[config.mk]
export PLATFORM = sky130hd
export DESIGN_NAME = lru_page_replacement
export DESIGN_NICKNAME = d
export VERILOG_FILES = /design/src/hdl/lrupr_pkg.sv /design/src/hdl/lru_page_replacement.sv
export SDC_FILE = /design/constraint.sdc
export NUM_CORES = 1
export LEC_CHECK = 0
export BUFFER_PORTS_ARGS = -buffer_cell sky130_fd_sc_hd__buf_2
export CELL_PAD_IN_SITES_DETAIL_PLACEMENT = 1
export CELL_PAD_IN_SITES_GLOBAL_PLACEMENT = 2
export CORE_AREA = 2 2 160 162
export DETAILED_ROUTE_END_ITERATION = 6
export DIE_AREA = 0 0 162 164
export PLACE_DENSITY = 0.85
export SLEW_MARGIN = 0
export SYNTH_ARGS = -nofsm -noshare
export SYNTH_HDL_FRONTEND = slang
export SYNTH_SLANG_ARGS = --single-unit
[constraint.sdc]
create_clock -name clk -period 2.6 [get_ports clk]
set_clock_uncertainty 0.1 [all_clocks]
set_input_delay 0.26 -clock clk [delete_from_list [all_inputs] [get_ports clk]]
set_output_delay 0.26 -clock clk [all_outputs]
set_load 0.01 [all_outputs]
[src/hdl/lrupr_pkg.sv]
// lrupr_pkg: constants and types shared by the lru page replacement block
// and its checker. No dependencies.
`default_nettype none

package lrupr_pkg;

	localparam int MAX_WAYS   = 16;
	localparam int PAGE_COUNT = 255;

	localparam int PAGE_W  = 8;
	localparam int CAP_W   = 5;
	localparam int OCC_W   = $clog2(MAX_WAYS + 1);
	localparam int IDX_W   = (MAX_WAYS > 1) ? $clog2(MAX_WAYS) : 1;
	localparam int MISS_W  = 16;
	localparam int MAP_D   = PAGE_COUNT + 1;

	localparam logic [MISS_W-1:0] MISS_MAX = '1;

	typedef logic [PAGE_W-1:0] page_t;
	typedef logic [OCC_W-1:0]  occ_t;
	typedef logic [IDX_W-1:0]  idx_t;

	typedef enum logic [2:0] {
		ST_IDLE,
		ST_SEARCH,
		ST_SCAN,
		ST_INSERT,
		ST_DONE
	} state_t;

	// capacity zero acts as one, above the way count acts as the way count
	function automatic occ_t eff_capacity(input logic [CAP_W-1:0] cap);
		occ_t c;
		if (cap == '0) begin
			c = OCC_W'(1);
		end else if (32'(cap) > MAX_WAYS) begin
			c = OCC_W'(MAX_WAYS);
		end else begin
			c = OCC_W'(cap);
		end
		return c;
	endfunction

endpackage

`default_nettype wire

[src/hdl/lru_page_replacement.sv]
// lru_page_replacement: fully associative lru cache over page numbers.
// Uses lrupr_pkg for constants, the state type and the capacity clamp.
//
// Usage:
//   Requests enter on in_valid/in_stall with page, first_access and
//   last_access; one result leaves on out_valid/out_stall for each request.
//   A request is taken while the block is idle. One shared compare unit walks
//   the recency list one entry per cycle: a search pass tells hit from miss,
//   then for a hit or an evicting miss a second pass drops that entry (or the
//   least recent one) and closes the gap behind it.
//   A hit or an evicting miss takes both passes; a miss that only fills
//   takes at most the search pass; a page of zero skips the list. The
//   result register loads as the block goes back to idle.
//   The next request is taken in idle even while the previous result still
//   waits under out_stall; a finished result then holds inside the block
//   until the output register frees. Capacity is written on cfg_valid/cfg_ready;
//   the user must write it only while idle, as the block does not enforce
//   it; cfg_ready is always high.
//   Reset (arst_n low) empties the cache, clears the miss count and sets
//   capacity to 16; no clearing pass is needed.
`default_nettype none

module lru_page_replacement (
	input  wire                        clk,
	input  wire                        arst_n,
	input  wire                        cfg_valid,
	output logic                       cfg_ready,
	input  wire [lrupr_pkg::CAP_W-1:0] cfg_capacity,
	input  wire                        in_valid,
	output logic                       in_stall,
	input  wire [lrupr_pkg::PAGE_W-1:0] page,
	input  wire                        first_access,
	input  wire                        last_access,
	output logic                       out_valid,
	input  wire                        out_stall,
	output logic                       hit,
	output logic                       evict_valid,
	output logic [lrupr_pkg::PAGE_W-1:0] evicted_page,
	output logic [lrupr_pkg::MISS_W-1:0] miss_count,
	output logic                       trace_end
);
	import lrupr_pkg::*;

	state_t              state_q, state_d;
	logic [CAP_W-1:0]    cap_q;
	page_t               list_q [MAX_WAYS];
	occ_t                occ_q;
	logic [MISS_W-1:0]   miss_q;

	page_t               page_q;
	logic                last_q;
	logic                hit_q;
	logic                evict_q;
	logic                found_q;
	page_t               victim_q;
	idx_t                idx_q;

	logic                in_acc;
	logic                out_free;
	logic                page_ok;
	occ_t                occ_now;
	page_t               rd_data;
	logic                page_eq;
	logic                seen_hit;
	logic                evict_now;
	logic                match;
	logic                scan_last;
	logic                wr_en;
	idx_t                wr_idx;

	assign cfg_ready = 1'b1;
	assign in_stall  = (state_q != ST_IDLE);
	assign in_acc    = in_valid && !in_stall;
	assign out_free  = !out_valid || !out_stall;

	// decisions at acceptance, after a possible cold start
	assign page_ok  = (page != '0) && (32'(page) <= PAGE_COUNT);
	assign occ_now  = first_access ? '0 : occ_q;

	// shared compare unit over the recency list
	assign rd_data   = list_q[idx_q];
	assign page_eq   = (rd_data == page_q);
	assign seen_hit  = hit_q || page_eq;
	assign evict_now = !seen_hit && (occ_q >= eff_capacity(cap_q));
	assign match     = !found_q && (evict_q ? (idx_q == '0) : page_eq);
	assign scan_last = ({1'b0, idx_q} == OCC_W'(occ_q - OCC_W'(1)));

	always_comb begin
		state_d = state_q;
		wr_en   = 1'b0;
		wr_idx  = idx_q;
		unique case (state_q)
			ST_IDLE: begin
				if (in_acc) begin
					if (!page_ok) begin
						state_d = ST_DONE;
					end else if (occ_now == '0) begin
						state_d = ST_INSERT;
					end else begin
						state_d = ST_SEARCH;
					end
				end
			end
			ST_SEARCH: begin
				if (scan_last) begin
					state_d = (seen_hit || evict_now) ? ST_SCAN : ST_INSERT;
				end
			end
			ST_SCAN: begin
				if (found_q) begin
					wr_en  = 1'b1;
					wr_idx = idx_q - IDX_W'(1);
				end
				if (scan_last) begin
					state_d = ST_INSERT;
				end
			end
			ST_INSERT: begin
				wr_en   = 1'b1;
				wr_idx  = (hit_q || evict_q) ? IDX_W'(occ_q - OCC_W'(1)) : IDX_W'(occ_q);
				state_d = ST_DONE;
			end
			ST_DONE: begin
				if (out_free) begin
					state_d = ST_IDLE;
				end
			end
			default: state_d = ST_IDLE;
		endcase
	end

	always_ff @(posedge clk or negedge arst_n) begin
		if (!arst_n) begin
			state_q <= ST_IDLE;
		end else begin
			state_q <= state_d;
		end
	end

	// configuration
	always_ff @(posedge clk or negedge arst_n) begin
		if (!arst_n) begin
			cap_q <= CAP_W'(16);
		end else if (cfg_valid && cfg_ready) begin
			cap_q <= cfg_capacity;
		end
	end

	// cache state
	always_ff @(posedge clk or negedge arst_n) begin
		if (!arst_n) begin
			occ_q     <= '0;
			miss_q    <= '0;
			found_q   <= 1'b0;
			idx_q     <= '0;
		end else begin
			unique case (state_q)
				ST_IDLE: begin
					if (in_acc) begin
						found_q <= 1'b0;
						idx_q   <= '0;
						if (first_access) begin
							occ_q  <= '0;
							miss_q <= page_ok ? MISS_W'(1) : '0;
						end else if (page_ok && (occ_q == '0) && (miss_q != MISS_MAX)) begin
							miss_q <= miss_q + MISS_W'(1);
						end
					end
				end
				ST_SEARCH: begin
					idx_q <= scan_last ? '0 : idx_q + IDX_W'(1);
					if (scan_last && !seen_hit && (miss_q != MISS_MAX)) begin
						miss_q <= miss_q + MISS_W'(1);
					end
				end
				ST_SCAN: begin
					if (match) begin
						found_q <= 1'b1;
					end
					idx_q <= idx_q + IDX_W'(1);
				end
				ST_INSERT: begin
					if (!hit_q && !evict_q) begin
						occ_q <= occ_q + OCC_W'(1);
					end
				end
				ST_DONE: ;
				default: ;
			endcase
		end
	end

	// request payload and per-request flags
	always_ff @(posedge clk) begin
		if (in_acc) begin
			page_q   <= page;
			last_q   <= last_access;
			hit_q    <= 1'b0;
			evict_q  <= 1'b0;
			victim_q <= '0;
		end else if (state_q == ST_SEARCH) begin
			if (page_eq) begin
				hit_q <= 1'b1;
			end
			if (scan_last && evict_now) begin
				evict_q <= 1'b1;
			end
		end else if ((state_q == ST_SCAN) && match && evict_q) begin
			victim_q <= rd_data;
		end
	end

	// recency list, entry 0 least recent
	always_ff @(posedge clk) begin
		if (wr_en) begin
			list_q[wr_idx] <= (state_q == ST_SCAN) ? rd_data : page_q;
		end
	end

	// result register
	always_ff @(posedge clk or negedge arst_n) begin
		if (!arst_n) begin
			out_valid <= 1'b0;
		end else if ((state_q == ST_DONE) && out_free) begin
			out_valid <= 1'b1;
		end else if (!out_stall) begin
			out_valid <= 1'b0;
		end
	end

	always_ff @(posedge clk) begin
		if ((state_q == ST_DONE) && out_free) begin
			hit          <= hit_q;
			evict_valid  <= evict_q;
			evicted_page <= victim_q;
			miss_count   <= miss_q;
			trace_end    <= last_q;
		end
	end

endmodule

`default_nettype wire

==> metrics.yaml <==
post_drt_wl_per_cell_um: 22.0
fin_tns_setup_ns: -28.33
antenna_found_initial: 0
grt_use_met3_pct: 2.93
htreeDepth: 1
status: "finished with violations"
chipHeight_um: 164
fillers: 2510
critPathTopFamily: "compound AO/OA/AOI/OAI gates"
critPathCaptureType: "register"
dp_slack_ns: -0.615
grt_pass1_wl_mm: 42.4
first_global_vias: 7384
slowest_delay_ns: 0.46
cap_viol_max_count: 0
die_w_um: 162
hold_viol: 0
dp_hpwl_mm: 18.8
synth_simple_gate_area_share_pct: 11.5
final.setup.worst_slack_ns: -0.528
cp.arrival_ns: 3.42
syn_area_mm2: 0.00961
grt_usage_pct: 20.8
synth_fa_ha_area_share_pct: 1.56
cts_buffer_depth: 3
power.leakage_nw: 4.86
path_clk_slew_ns: 0.06
drt_first_pass_iters: 5
cp_common_cell: "buf_12"
yosysWarnings: 0
synth_nets: 764
met1_usage_pct: 27.0
synth_seq_cells: 209
core_mm2: 0.0248
drive_above_1_share_pct: 36.7
worstMarginPinSlew_ns: 0.918
place_area_mm2: 0.0112
avgViaCountPerCell: 5.47
whs_ns: 0.124
synth_top_family_by_area: "simple AND/OR/NAND/NOR gates"
area.growth.synth_to_final_pct: 34.3
muxShareOfSynthArea_pct: 9.19
path_class: "register to register"
period_needed_ns: 3.13
syn_inst: 732
routed_wirelength_mm: 28.5
num_io_pins: 50
p_total_w: 0.0149
start_util_pct: 38.7
stdcell_area_mm2: 0.0129
drcViolationCount: 0
irDropWorstVdd_uv: 544
timing.fmax_mhz: 320
synth_area_per_cell_um2: 13.1
numPortBuffers: 48
violations: "negative setup slack"
grt_max_degree: 36
maxSlewViolCount: 0
cts_made_buffers: 23
async_flop_share_pct: 16.7
cts_sinks: 209
yosysSeqAreaShare_pct: 62.5
hp-class: "primary input to register"
p_per_area_mw_per_mm2: 1160
cts_tree: "done"
drt_iter0_markers: 563
finalSetupViolCount: 148
yosys_most_used_dff: "edfxtp_1"
globalplace.congestion: 0.792
yosysUniqueCellTypes: 77
ff_latch_area_mm2: 0.00601
timing.final.crit_share_pct: 120
synth_xor_area_share_pct: 1.18
root_buffer: "clkbuf_16"
grtUsageMet2_pct: 36.2
rsz0062_at_grt: "yes"
overflow: 0
worstSetupStartpointType: "register"
multi_input_area_mm2: 0.00370
cp.buffers_inverters: 5
ant_nets: 0
slew_headroom_pct: 38.8
clk_latency_ns: 0.53
synth_compound_area_share_pct: 11.1
crit_fanout: 6
final_nets: 981
worstPathRequired_ns: 2.89
routed-via-count: 7090
die-area_mm2: 0.0266
synth_edf_count: 164
grt_most_used_layer: "met2"
path_cells: "buf_12, buf_8, buf_6, mux4_2, mux2i_4, xnor2_1, o41a_1, o311ai_2, buf_4, o21a_4, buf_12, o41ai_4"
diodes: 0
slowest_stage: "o41a_1"
rows: 58
[stage by stage]
| stage | utilization, % | std cells |
|---|---|---|
| floorplan | - | 732 |
| global placement | 45.0 | 1204 |
| detailed placement | 45.0 | 1204 |
| CTS | 50.5 | 1281 |
| global route | 52.0 | 1296 |
| finish | 52.0 | 1296 |
[registers in the layout (all words and copies together) (netlist names), 3 cells and up]
name / flops
page_q: 8
occ_q: 5
idx_q: 4
victim_q: 8
cap_q: 5
miss_count: 16
list_q: 128
evicted_page: 8
state_q: 3
miss_q: 16
[Yosys cell counts (all sizes together) (4+ instances only)]
cell type	instances	area share, %
and3	9	0.59
o31ai	8	0.62
a211oi	5	0.44
and2	6	0.39
mux2	12	1.4
mux2i	42	4.5
clkbuf	17	0.68
o41ai	4	0.52
o22ai	4	0.26
or3	4	0.26
nand2b	15	0.98
nor3	20	1.0
xor2	6	0.55
buf	18	1.6
a22o	5	0.46
nand2	64	2.5
nor4	5	0.39
dfrtp	34	8.9
inv	16	0.62
nor2	68	2.7
and4	4	0.39
a22oi	14	1.1
edfxtp	164	51
o21ai	39	2.1
nand3	16	0.89
o21a	7	0.55
ha	12	1.6
o221ai	9	1.2
dfxtp	10	2.1
xnor2	7	0.64
a31oi	4	0.26
mux4	14	3.3
a21oi	24	1.2
nor2b	8	0.55
[power by group]
| part | total [W] | internal (W) | switching, W |
|---|---|---|---|
| combinational | 0.00654 | 0.00287 | 0.00367 |
| sequential | 0.00499 | 0.00461 | 0.000385 |
| clock | 0.00340 | 0.00203 | 0.00138 |
[cell families after synthesis]
kind of cell,after synthesis
other,1
multiplexers,68
buffers and inverters,52
AND/OR/NAND/NOR,230
flip-flops,209
AO/OA/AOI/OAI,147
XOR/XNOR,13
adder cells (fa/ha/maj),12
[tightest hold or removal path, stage by stage]
cell and delay [ns]:
buf_2 0.12, nand2_1 0.06, nor3_1 0.06, a21oi_1 0.11, o22ai_1 0.09
[per-layer routing]
| layer | wire [um] | vias up |
|---|---|---|
| li1 | - | 3223 |
| met1 | 11800 | 3649 |
| met2 | 14700 | 169 |
| met3 | 1170 | 49 |
| met5 | 0 | - |
| met4 | 741 | 0 |
[final timing paths]
kind	start	cells past startpoint	end	slack [ns]
min in group asynchronous	arst_n	2	miss_q[5]$_DFFE_PN0P_	0.31
hold / removal	in_valid	5	state_q[2]$_DFFE_PN0P_	0.12
setup reg to reg	idx_q[0]$_DFFE_PN0P_	12	miss_q[5]$_DFFE_PN0P_	-0.53
setup / recovery	idx_q[0]$_DFFE_PN0P_	12	miss_q[5]$_DFFE_PN0P_	-0.53
hold reg to reg	last_q$_DFFE_PP_	0	trace_end$_DFFE_PP_	0.33
max in group asynchronous	arst_n	2	idx_q[1]$_DFFE_PN0P_	1.45
[cell usage in the layout, fill, tap and decap left out, types with 7 or more instances in the layout]
cell type,n
clkbuf_16,24
a22oi_1,8
nor3_1,20
buf_6,22
dlygate4sd3_1,22
inv_1,16
dfxtp_1,10
buf_4,117
nor2_4,13
o21ai_0,31
ha_1,11
mux4_2,14
nand2b_1,13
edfxtp_1,164
nand2_1,57
nor2_1,49
xnor2_1,7
dfrtp_1,31
mux2_2,11
buf_2,48
buf_12,15
and3_1,8
nand3_1,15
mux2i_1,40
a21oi_1,19
[layout make-up]
class / instances / share of cell area, %
sequential: 209 / 46.5
multi-input combinational: 471 / 28.6
timing repair buffer: 227 / 15.0
clock buffer: 30 / 4.89
tap: 330 / 3.20
clock inverter: 12 / 1.21
inverter: 17 / 0.494
[repair_timing]
| item | CTS | global route |
|---|---|---|
| endpoints found under the hold margin | 50 | 0 |
| resized for setup | 61 | 49 |
| hold buffers | 22 | 0 |
| endpoints found under the setup margin | 131 | 152 |
| gates cloned | 0 | 1 |
| setup buffers | 13 | 14 |
| pin swaps | 13 | 26 |
Power figures use the tool's default switching activity.
